[src/hw/rtl/bli_pkg.sv]
// Shared types and codes for the bounded list block.
// Used by the sequencer, the output stage and the top level; depends on nothing.
package bli_pkg;

    localparam int VALUE_W  = 32;
    localparam int POS_W    = 5;
    localparam int CMD_W    = 2;
    localparam int STAT_W   = 2;
    localparam int MAX_EMIT = 32;

    localparam logic [CMD_W-1:0] CMD_PUSH_FRONT = 2'd0;
    localparam logic [CMD_W-1:0] CMD_PUSH_BACK  = 2'd1;
    localparam logic [CMD_W-1:0] CMD_DELETE     = 2'd2;

    localparam logic [STAT_W-1:0] STAT_DONE  = 2'd0;
    localparam logic [STAT_W-1:0] STAT_RANGE = 2'd1;
    localparam logic [STAT_W-1:0] STAT_FULL  = 2'd2;

    typedef struct packed {
        logic signed [VALUE_W-1:0] item_value;
        logic [POS_W-1:0]          item_position;
        logic                      is_last;
        logic                      list_empty;
        logic [STAT_W-1:0]         status;
    } t_beat;

endpackage

[src/hw/rtl/bounded_list_insert_delete.sv]
// Bounded ordered list of signed 32-bit values with push front, push back and
// delete at position. Each input beat carries a command in s_axis_tuser and an
// operand in s_axis_tdata; after every command the block streams the whole list
// in order, one beat per entry, tlast on the final one (at most 32 beats). An
// empty list gives a single beat flagged empty with value 0. A push into a full
// list is dropped with status 2; a delete whose position is negative or at or
// beyond the count is ignored with status 1; the status repeats on every beat
// of the listing. Entries live in one RAM of CAPACITY words as a circular
// buffer with a front pointer. Each command is accepted and then applied; a
// delete then shifts any later entries forward through the RAM, and the
// listing streams one beat per cycle from the RAM read port while the output
// side accepts beats. The RAM read port is the bottleneck for both the shift
// and the listing. A new command is taken once the listing has been handed to
// the output register, while its last beat may still wait there. Depends on
// bli_pkg, bli_seq, bli_out.
module bounded_list_insert_delete #(
    parameter int CAPACITY = 32
) (
    input  logic        i_clk,
    input  logic        i_rst_n,
    input  logic        s_axis_tvalid,
    output logic        s_axis_tready,
    input  logic [31:0] s_axis_tdata,   // [31:0] operand
    input  logic [1:0]  s_axis_tuser,   // [1:0] command
    output logic        m_axis_tvalid,
    input  logic        m_axis_tready,
    output logic [39:0] m_axis_tdata,   // [31:0] item_value, [36:32] item_position, pad
    output logic        m_axis_tlast,   // is_last
    output logic [2:0]  m_axis_tuser    // [0] list_empty, [2:1] status
);

    logic           beat_valid;
    logic           beat_ready;
    bli_pkg::t_beat beat;

    // command decode, list state and RAM traffic
    bli_seq #(
        .CAPACITY (CAPACITY)
    ) u_seq (
        .i_clk        (i_clk),
        .i_rst_n      (i_rst_n),
        .i_in_valid   (s_axis_tvalid),
        .o_in_ready   (s_axis_tready),
        .i_cmd        (s_axis_tuser),
        .i_opnd       (s_axis_tdata),
        .o_beat_valid (beat_valid),
        .o_beat       (beat),
        .i_beat_ready (beat_ready)
    );

    // hold each result beat until downstream takes it
    bli_out u_out (
        .i_clk        (i_clk),
        .i_rst_n      (i_rst_n),
        .i_beat_valid (beat_valid),
        .i_beat       (beat),
        .o_beat_ready (beat_ready),
        .o_tvalid     (m_axis_tvalid),
        .i_tready     (m_axis_tready),
        .o_tdata      (m_axis_tdata),
        .o_tlast      (m_axis_tlast),
        .o_tuser      (m_axis_tuser)
    );

endmodule

[src/hw/rtl/bli_ram.sv]
// Generic single-write, single-read RAM with registered, enable-held read data.
// Stand-alone; no package dependencies.
module bli_ram #(
    parameter int WIDTH = 32,
    parameter int DEPTH = 32
) (
    input  logic                     i_clk,
    input  logic                     i_we,
    input  logic [$clog2(DEPTH)-1:0] i_waddr,
    input  logic [WIDTH-1:0]         i_wdata,
    input  logic                     i_re,
    input  logic [$clog2(DEPTH)-1:0] i_raddr,
    output logic [WIDTH-1:0]         o_rdata
);

    logic [WIDTH-1:0] r_mem [DEPTH];
    logic [WIDTH-1:0] r_rdata;

    always_ff @(posedge i_clk) begin
        if (i_we) begin
            r_mem[i_waddr] <= i_wdata;
        end
        if (i_re) begin
            r_rdata <= r_mem[i_raddr];
        end
    end

    assign o_rdata = r_rdata;

endmodule

[src/hw/rtl/bli_seq.sv]
// Command sequencer: list bookkeeping, delete shifting and listing reads.
// Depends on bli_pkg and bli_ram.
module bli_seq #(
    parameter int CAPACITY = 32
) (
    input  logic                             i_clk,
    input  logic                             i_rst_n,
    input  logic                             i_in_valid,
    output logic                             o_in_ready,
    input  logic [bli_pkg::CMD_W-1:0]        i_cmd,
    input  logic signed [bli_pkg::VALUE_W-1:0] i_opnd,
    output logic                             o_beat_valid,
    output bli_pkg::t_beat                   o_beat,
    input  logic                             i_beat_ready
);

    localparam int IW = $clog2(CAPACITY);
    localparam int CW = $clog2(CAPACITY + 1);
    localparam int SW = CW + 1;
    localparam int EMIT_LIM = (CAPACITY < bli_pkg::MAX_EMIT) ? CAPACITY : bli_pkg::MAX_EMIT;
    localparam logic [CW-1:0] EMIT_N = CW'(EMIT_LIM);
    localparam logic [CW-1:0] CAP_N  = CW'(CAPACITY);

    localparam logic [1:0] S_IDLE  = 2'd0;
    localparam logic [1:0] S_EXEC  = 2'd1;
    localparam logic [1:0] S_SHIFT = 2'd2;
    localparam logic [1:0] S_LIST  = 2'd3;

    function automatic logic [IW-1:0] f_slot(input logic [IW-1:0] base,
                                             input logic [CW-1:0] off);
        logic [SW-1:0] sum;
        sum = SW'(base) + SW'(off);
        if (sum >= SW'(CAPACITY)) begin
            sum = sum - SW'(CAPACITY);
        end
        return IW'(sum);
    endfunction

    logic [1:0]                    r_state, n_state;
    logic [bli_pkg::CMD_W-1:0]     r_cmd, n_cmd;
    logic [bli_pkg::VALUE_W-1:0]   r_opnd, n_opnd;
    logic [IW-1:0]                 r_front, n_front;
    logic [CW-1:0]                 r_count, n_count;
    logic [bli_pkg::STAT_W-1:0]    r_status, n_status;
    logic [CW-1:0]                 r_pos, n_pos;
    logic [CW-1:0]                 r_wpos, n_wpos;
    logic                          r_pend, n_pend;
    logic                          r_lv, n_lv;
    logic [bli_pkg::POS_W-1:0]     r_apos, n_apos;
    logic                          r_alast, n_alast;

    logic                          we, re;
    logic [IW-1:0]                 waddr, raddr;
    logic [bli_pkg::VALUE_W-1:0]   wdata, rdata;
    logic                          full, del_ok, b_load, a_free;
    logic [CW-1:0]                 emit_n;

    bli_ram #(
        .WIDTH (bli_pkg::VALUE_W),
        .DEPTH (CAPACITY)
    ) u_store (
        .i_clk   (i_clk),
        .i_we    (we),
        .i_waddr (waddr),
        .i_wdata (wdata),
        .i_re    (re),
        .i_raddr (raddr),
        .o_rdata (rdata)
    );

    assign full   = (r_count == CAP_N);
    assign del_ok = !r_opnd[bli_pkg::VALUE_W-1] && (r_opnd < 32'(r_count));
    assign emit_n = (r_count > EMIT_N) ? EMIT_N : r_count;

    assign o_in_ready   = (r_state == S_IDLE);
    assign o_beat_valid = r_lv || ((r_state == S_LIST) && (r_count == '0));
    assign b_load       = o_beat_valid && i_beat_ready;
    assign a_free       = !r_lv || b_load;

    always_comb begin
        if (r_lv) begin
            o_beat.item_value    = rdata;
            o_beat.item_position = r_apos;
            o_beat.is_last       = r_alast;
            o_beat.list_empty    = 1'b0;
        end else begin
            o_beat.item_value    = '0;
            o_beat.item_position = '0;
            o_beat.is_last       = 1'b1;
            o_beat.list_empty    = 1'b1;
        end
        o_beat.status = r_status;
    end

    always_comb begin
        n_state  = r_state;
        n_cmd    = r_cmd;
        n_opnd   = r_opnd;
        n_front  = r_front;
        n_count  = r_count;
        n_status = r_status;
        n_pos    = r_pos;
        n_wpos   = r_wpos;
        n_pend   = r_pend;
        n_lv     = r_lv;
        n_apos   = r_apos;
        n_alast  = r_alast;
        we       = 1'b0;
        re       = 1'b0;
        waddr    = f_slot(r_front, r_wpos);
        raddr    = f_slot(r_front, r_pos);
        wdata    = r_opnd;

        unique case (r_state)
            S_IDLE: begin
                if (i_in_valid) begin
                    n_cmd   = i_cmd;
                    n_opnd  = i_opnd;
                    n_state = S_EXEC;
                end
            end
            S_EXEC: begin
                n_status = bli_pkg::STAT_DONE;
                n_state  = S_LIST;
                n_pos    = '0;
                unique case (r_cmd) inside
                    bli_pkg::CMD_PUSH_FRONT, bli_pkg::CMD_PUSH_BACK: begin
                        if (full) begin
                            n_status = bli_pkg::STAT_FULL;
                        end else begin
                            we      = 1'b1;
                            n_count = r_count + CW'(1);
                            if (r_cmd == bli_pkg::CMD_PUSH_FRONT) begin
                                n_front = (r_front == '0) ? IW'(CAPACITY - 1)
                                                          : r_front - IW'(1);
                                waddr   = n_front;
                            end else begin
                                waddr = f_slot(r_front, r_count);
                            end
                        end
                    end
                    bli_pkg::CMD_DELETE: begin
                        if (!del_ok) begin
                            n_status = bli_pkg::STAT_RANGE;
                        end else begin
                            n_wpos  = CW'(r_opnd);
                            n_pos   = CW'(r_opnd) + CW'(1);
                            n_pend  = 1'b0;
                            n_state = S_SHIFT;
                        end
                    end
                    default: begin
                        // unused command: leave the list as it is
                    end
                endcase
            end
            S_SHIFT: begin
                // move each later entry one place toward the front
                if (r_pend) begin
                    we     = 1'b1;
                    wdata  = rdata;
                    n_wpos = r_wpos + CW'(1);
                end
                if (r_pos < r_count) begin
                    re     = 1'b1;
                    n_pos  = r_pos + CW'(1);
                    n_pend = 1'b1;
                end else begin
                    n_pend = 1'b0;
                    if (!r_pend) begin
                        n_count = r_count - CW'(1);
                        n_pos   = '0;
                        n_state = S_LIST;
                    end
                end
            end
            S_LIST: begin
                if (r_count == '0) begin
                    if (b_load) begin
                        n_state = S_IDLE;
                    end
                end else begin
                    if (r_pos < emit_n && a_free) begin
                        re      = 1'b1;
                        n_lv    = 1'b1;
                        n_apos  = bli_pkg::POS_W'(r_pos);
                        n_alast = ((r_pos + CW'(1)) == emit_n);
                        n_pos   = r_pos + CW'(1);
                    end else if (b_load) begin
                        n_lv = 1'b0;
                    end
                    if (r_pos == emit_n && a_free) begin
                        n_state = S_IDLE;
                    end
                end
            end
            default: begin
                n_state = S_IDLE;
            end
        endcase
    end

    always_ff @(posedge i_clk) begin
        if (!i_rst_n) begin
            r_state  <= S_IDLE;
            r_front  <= '0;
            r_count  <= '0;
            r_status <= bli_pkg::STAT_DONE;
            r_pos    <= '0;
            r_wpos   <= '0;
            r_pend   <= 1'b0;
            r_lv     <= 1'b0;
        end else begin
            r_state  <= n_state;
            r_front  <= n_front;
            r_count  <= n_count;
            r_status <= n_status;
            r_pos    <= n_pos;
            r_wpos   <= n_wpos;
            r_pend   <= n_pend;
            r_lv     <= n_lv;
        end
    end

    always_ff @(posedge i_clk) begin
        r_cmd   <= n_cmd;
        r_opnd  <= n_opnd;
        r_apos  <= n_apos;
        r_alast <= n_alast;
    end

    a_count_bound: assert property (@(posedge i_clk) disable iff (!i_rst_n)
        r_count <= CAP_N)
        else $error("entry count above capacity");

    a_front_bound: assert property (@(posedge i_clk) disable iff (!i_rst_n)
        SW'(r_front) < SW'(CAPACITY))
        else $error("front index outside store");

    a_idle_clean: assert property (@(posedge i_clk) disable iff (!i_rst_n)
        (r_state == S_IDLE) |-> (!r_lv && !r_pend))
        else $error("pipeline not drained at idle");

    a_shift_no_alias: assert property (@(posedge i_clk) disable iff (!i_rst_n)
        (r_state == S_SHIFT && r_pend && r_pos < r_count) |-> (waddr != raddr))
        else $error("shift reads and writes the same entry");

    a_list_done: assert property (@(posedge i_clk) disable iff (!i_rst_n)
        (r_state == S_LIST && n_state == S_IDLE) |-> b_load)
        else $error("listing ended without handing off its final beat");

endmodule

[src/hw/rtl/bli_out.sv]
// Output register for result beats, decoupling the sequencer from downstream stalls.
// Depends on bli_pkg.
module bli_out (
    input  logic                i_clk,
    input  logic                i_rst_n,
    input  logic                i_beat_valid,
    input  bli_pkg::t_beat      i_beat,
    output logic                o_beat_ready,
    output logic                o_tvalid,
    input  logic                i_tready,
    output logic [39:0]         o_tdata,
    output logic                o_tlast,
    output logic [2:0]          o_tuser
);

    logic           r_valid;
    bli_pkg::t_beat r_beat;

    assign o_beat_ready = !r_valid || i_tready;

    always_ff @(posedge i_clk) begin
        if (!i_rst_n) begin
            r_valid <= 1'b0;
        end else if (o_beat_ready) begin
            r_valid <= i_beat_valid;
        end
    end

    always_ff @(posedge i_clk) begin
        if (o_beat_ready && i_beat_valid) begin
            r_beat <= i_beat;
        end
    end

    assign o_tvalid = r_valid;
    assign o_tdata  = {3'b000, r_beat.item_position, r_beat.item_value};
    assign o_tlast  = r_beat.is_last;
    assign o_tuser  = {r_beat.status, r_beat.list_empty};

endmodule

[config.mk]
export PLATFORM = sky130hd
export DESIGN_NAME = bounded_list_insert_delete
export DESIGN_NICKNAME = d
export VERILOG_FILES = /design/src/hw/rtl/bli_pkg.sv /design/src/hw/rtl/bounded_list_insert_delete.sv /design/src/hw/rtl/bli_ram.sv /design/src/hw/rtl/bli_seq.sv /design/src/hw/rtl/bli_out.sv
export SDC_FILE = /design/constraint.sdc
export NUM_CORES = 1
export LEC_CHECK = 0
export BUFFER_PORTS_ARGS = -buffer_cell sky130_fd_sc_hd__buf_4
export CORE_ASPECT_RATIO = 0.9
export CORE_MARGIN = 4
export CORE_UTILIZATION = 40
export CTS_CLUSTER_DIAMETER = 80
export CTS_CLUSTER_SIZE = 14
export DETAILED_ROUTE_END_ITERATION = 7
export GPL_TIMING_DRIVEN = 0
export MAX_ROUTING_LAYER = met4
export RECOVER_POWER = 25
export SLEW_MARGIN = 20
export SYNTH_ARGS = -nofsm -noshare
export SYNTH_HDL_FRONTEND = slang
export SYNTH_SLANG_ARGS = --single-unit
[constraint.sdc]
create_clock -name i_clk -period 5.5 [get_ports i_clk]
set_input_delay 1.1 -clock i_clk [delete_from_list [all_inputs] [get_ports i_clk]]
set_output_delay 1.1 -clock i_clk [all_outputs]
set_load 0.1 [all_outputs]
==> reports/results.tsv <==
metric	value	unit
setup_slack	0.906	ns
dpl-instance-area	50400	um^2
pre_cts_slack	1.08	ns
htreeDepth	3	
ys_types	70	
grt_pass1_wl	181	mm
synth_most_common_cell	edfxtp_1	
core-area	115000	um^2
place_congestion	0.894	
syn_avg_cell_area	18.6	um^2
fillers	9750	
arrival	4.96	ns
design_area	52700	um^2
maxSlewHeadroom	-1.18	
synth_flop_cell	edfxtp_1	
clockBufferDepth	3	
drive_above_1_share	0.203	
drt_first_pass_iters	5	
synth_top_area_share	0.736	
fin_crit	4.59	ns
overflow	0	
reg2reg_slack	0.91	ns
r2r-start	u_seq.r_count[3]	
clkTransAtPathRegs	0.07	ns
setup_viol	0	
ant_nets	0	
initial_core_util	0.403	
fin_skew	0.0299	ns
clock-sinks	1166	
die_y	331	um
cts.hold.buffers_added	0	
drt-wirelength-per-cell	29.5	um
fmax	218	MHz
fin_crit_sh	0.835	
root_buffer	clkbuf_16	
drv_cap	3	
synth_area	46400	um^2
ys_top_cells_by_count	edfxtp_1, nand2_1, mux4_2	
track_usage	0.212	
ys_seq_area_frac	0.748	
num-nets-final	2813	
violations	max-capacitance violations, max-slew violations	
netlist_instances	2498	
insertedDiodeCount	0	
rsz0062_at_grt	no	
drtIter0Drc	3057	
yosysTopAreaCell	edfxtp_1	
drc	0	
worst_slew_pin_slew	3.23	ns
ys_ff_latch	1166	
syn_to_final_growth	13.6	%
async_reset_ff_frac	0	
antenna_found_initial	3	
startpoint	u_seq.r_count[3]	
rr_worst_depth	7	
postCtsResizedCells	0	
drv_slew	63	
dieArea	122000	um^2
crit_required	5.86	ns
synth_edf_count	1137	
cts_buffers	93	
crit_type	flop to flop	
grt_start_max_net_pins	33	
cp-endpoint	u_seq.u_store.o_rdata[13]	
vias	24900	
die_w	367	um
rows	118	
port_buffers	79	
cp-end-kind	flop	
grt_pass1_vias	25100	
hpwl	86.4	mm
peakVddDrop	0.000307	V
ios	84	
ys.warnings.count	0	
clk_latency	0.68	ns
outcome	finished with violations	
crit_fanout	19	
p_leak	16.4	nW
synth_area_leaders	edfxtp_1, mux4_2, nand2_1	
viasPerCell	5.85	
hp-class	flop to flop	
cts_tree	yes	
drt-total-wl	125	mm
hold_viol	0	
fin_hold_ws	0.445	ns
cts_setup_buffers	0	
fin_util	0.458	
critPathLaunchType	flop	
r2r_end	u_seq.u_store.o_rdata[13]	
power_density	484	nW/um^2
## state kept, by name, indices dropped and copies added (netlist names), 2 cells and up
register	count
u_seq.r_opnd	32
u_seq.u_store.r_mem	1024
u_seq.r_state	2
u_seq.u_store.o_rdata	32
u_seq.r_front	5
u_seq.r_pos	6
u_seq.r_apos	5
u_seq.r_cmd	2
u_out.o_tuser	3
u_seq.r_wpos	5
u_seq.r_count	6
u_out.o_tdata	37
u_seq.r_status	2
## area by class of cell
type                            count  area, um^2  area share
Clock buffer                      107        2420      0.0460
Timing Repair Buffer              136        1640      0.0310
Clock inverter                      6         109     0.00207
Sequential cell                  1166       34700       0.659
Tap cell                         1500        1880      0.0356
Multi-Input combinational cell   1180       11300       0.215
Buffer                            127         531      0.0101
Inverter                           27         101     0.00192
## report_power, final
part | internal, W | switching [W] | leakage, nW
Clock | 0.00310 | 0.00301 | 1.23
Sequential | 0.0105 | 0.000285 | 10.5
Combinational | 0.00316 | 0.00544 | 4.75
Total | 0.0168 | 0.00874 | 16.4
## cells by family (layout without fill, tap and decap cells)
logic type	count (synthesis)	after routing	share of synthesized area
other	1	3	0.0000808
buffers and inverters	154	403	0.0136
adder cells (fa/ha/maj)	44	44	0.0125
AO/OA/AOI/OAI	145	145	0.0213
AND/OR/NAND/NOR	660	660	0.0643
multiplexers	298	298	0.134
XOR/XNOR	30	30	0.00582
flip-flops	1166	1166	0.748
## worst min path at each step
stage / start / end / depth (start not counted)
after CTS: u_seq.r_status[1] / u_out.o_tuser[2] / 0
after global placement: u_seq.r_status[0] / u_out.o_tuser[1] / 0
after floorplan: u_seq.r_status[0] / u_out.o_tuser[1] / 0
after detailed placement: u_seq.r_status[1] / u_out.o_tuser[2] / 0
final: u_seq.r_status[1] / u_out.o_tuser[2] / 0
after global routing: u_seq.r_status[1] / u_out.o_tuser[2] / 0
## routing by layer
layer  part of all wire  global-route usage
met1               0.42               0.294
met2               0.46               0.319
met3              0.095              0.0515
met4              0.026              0.0555
met5                  0                   -
## layout by cell type (no fill, tap or decap), types with 29 or more instances in the layout
cell type,n
edfxtp_1,1137
nand2_1,324
mux4_2,256
nand3_1,172
clkbuf_1,146
clkbuf_16,95
ha_1,40
o21ai_0,36
and2_0,35
nor2_4,32
buf_2,30
buf_12,30
nor2_1,29
dfxtp_1,29
## worst max-delay path: stages, from the launching register on
cell	delay, ns
dfxtp_1	0.63
inv_1	0.14
ha_1	0.32
a21o_1	0.18
a21oi_1	0.20
o221ai_1	0.16
o21ai_0	2.42
buf_16	0.21
## per-stage QoR
stage	total power, W	cells	TNS [ns]
floorplan	0.0166	2500	0
CTS	0.0257	4249	0
global route	0.0267	4249	0
detailed placement	0.0197	4136	0
global placement	0.0194	4079	-558.26
finish	0.0255	4249	0
(Power assumes the default switching activity.)
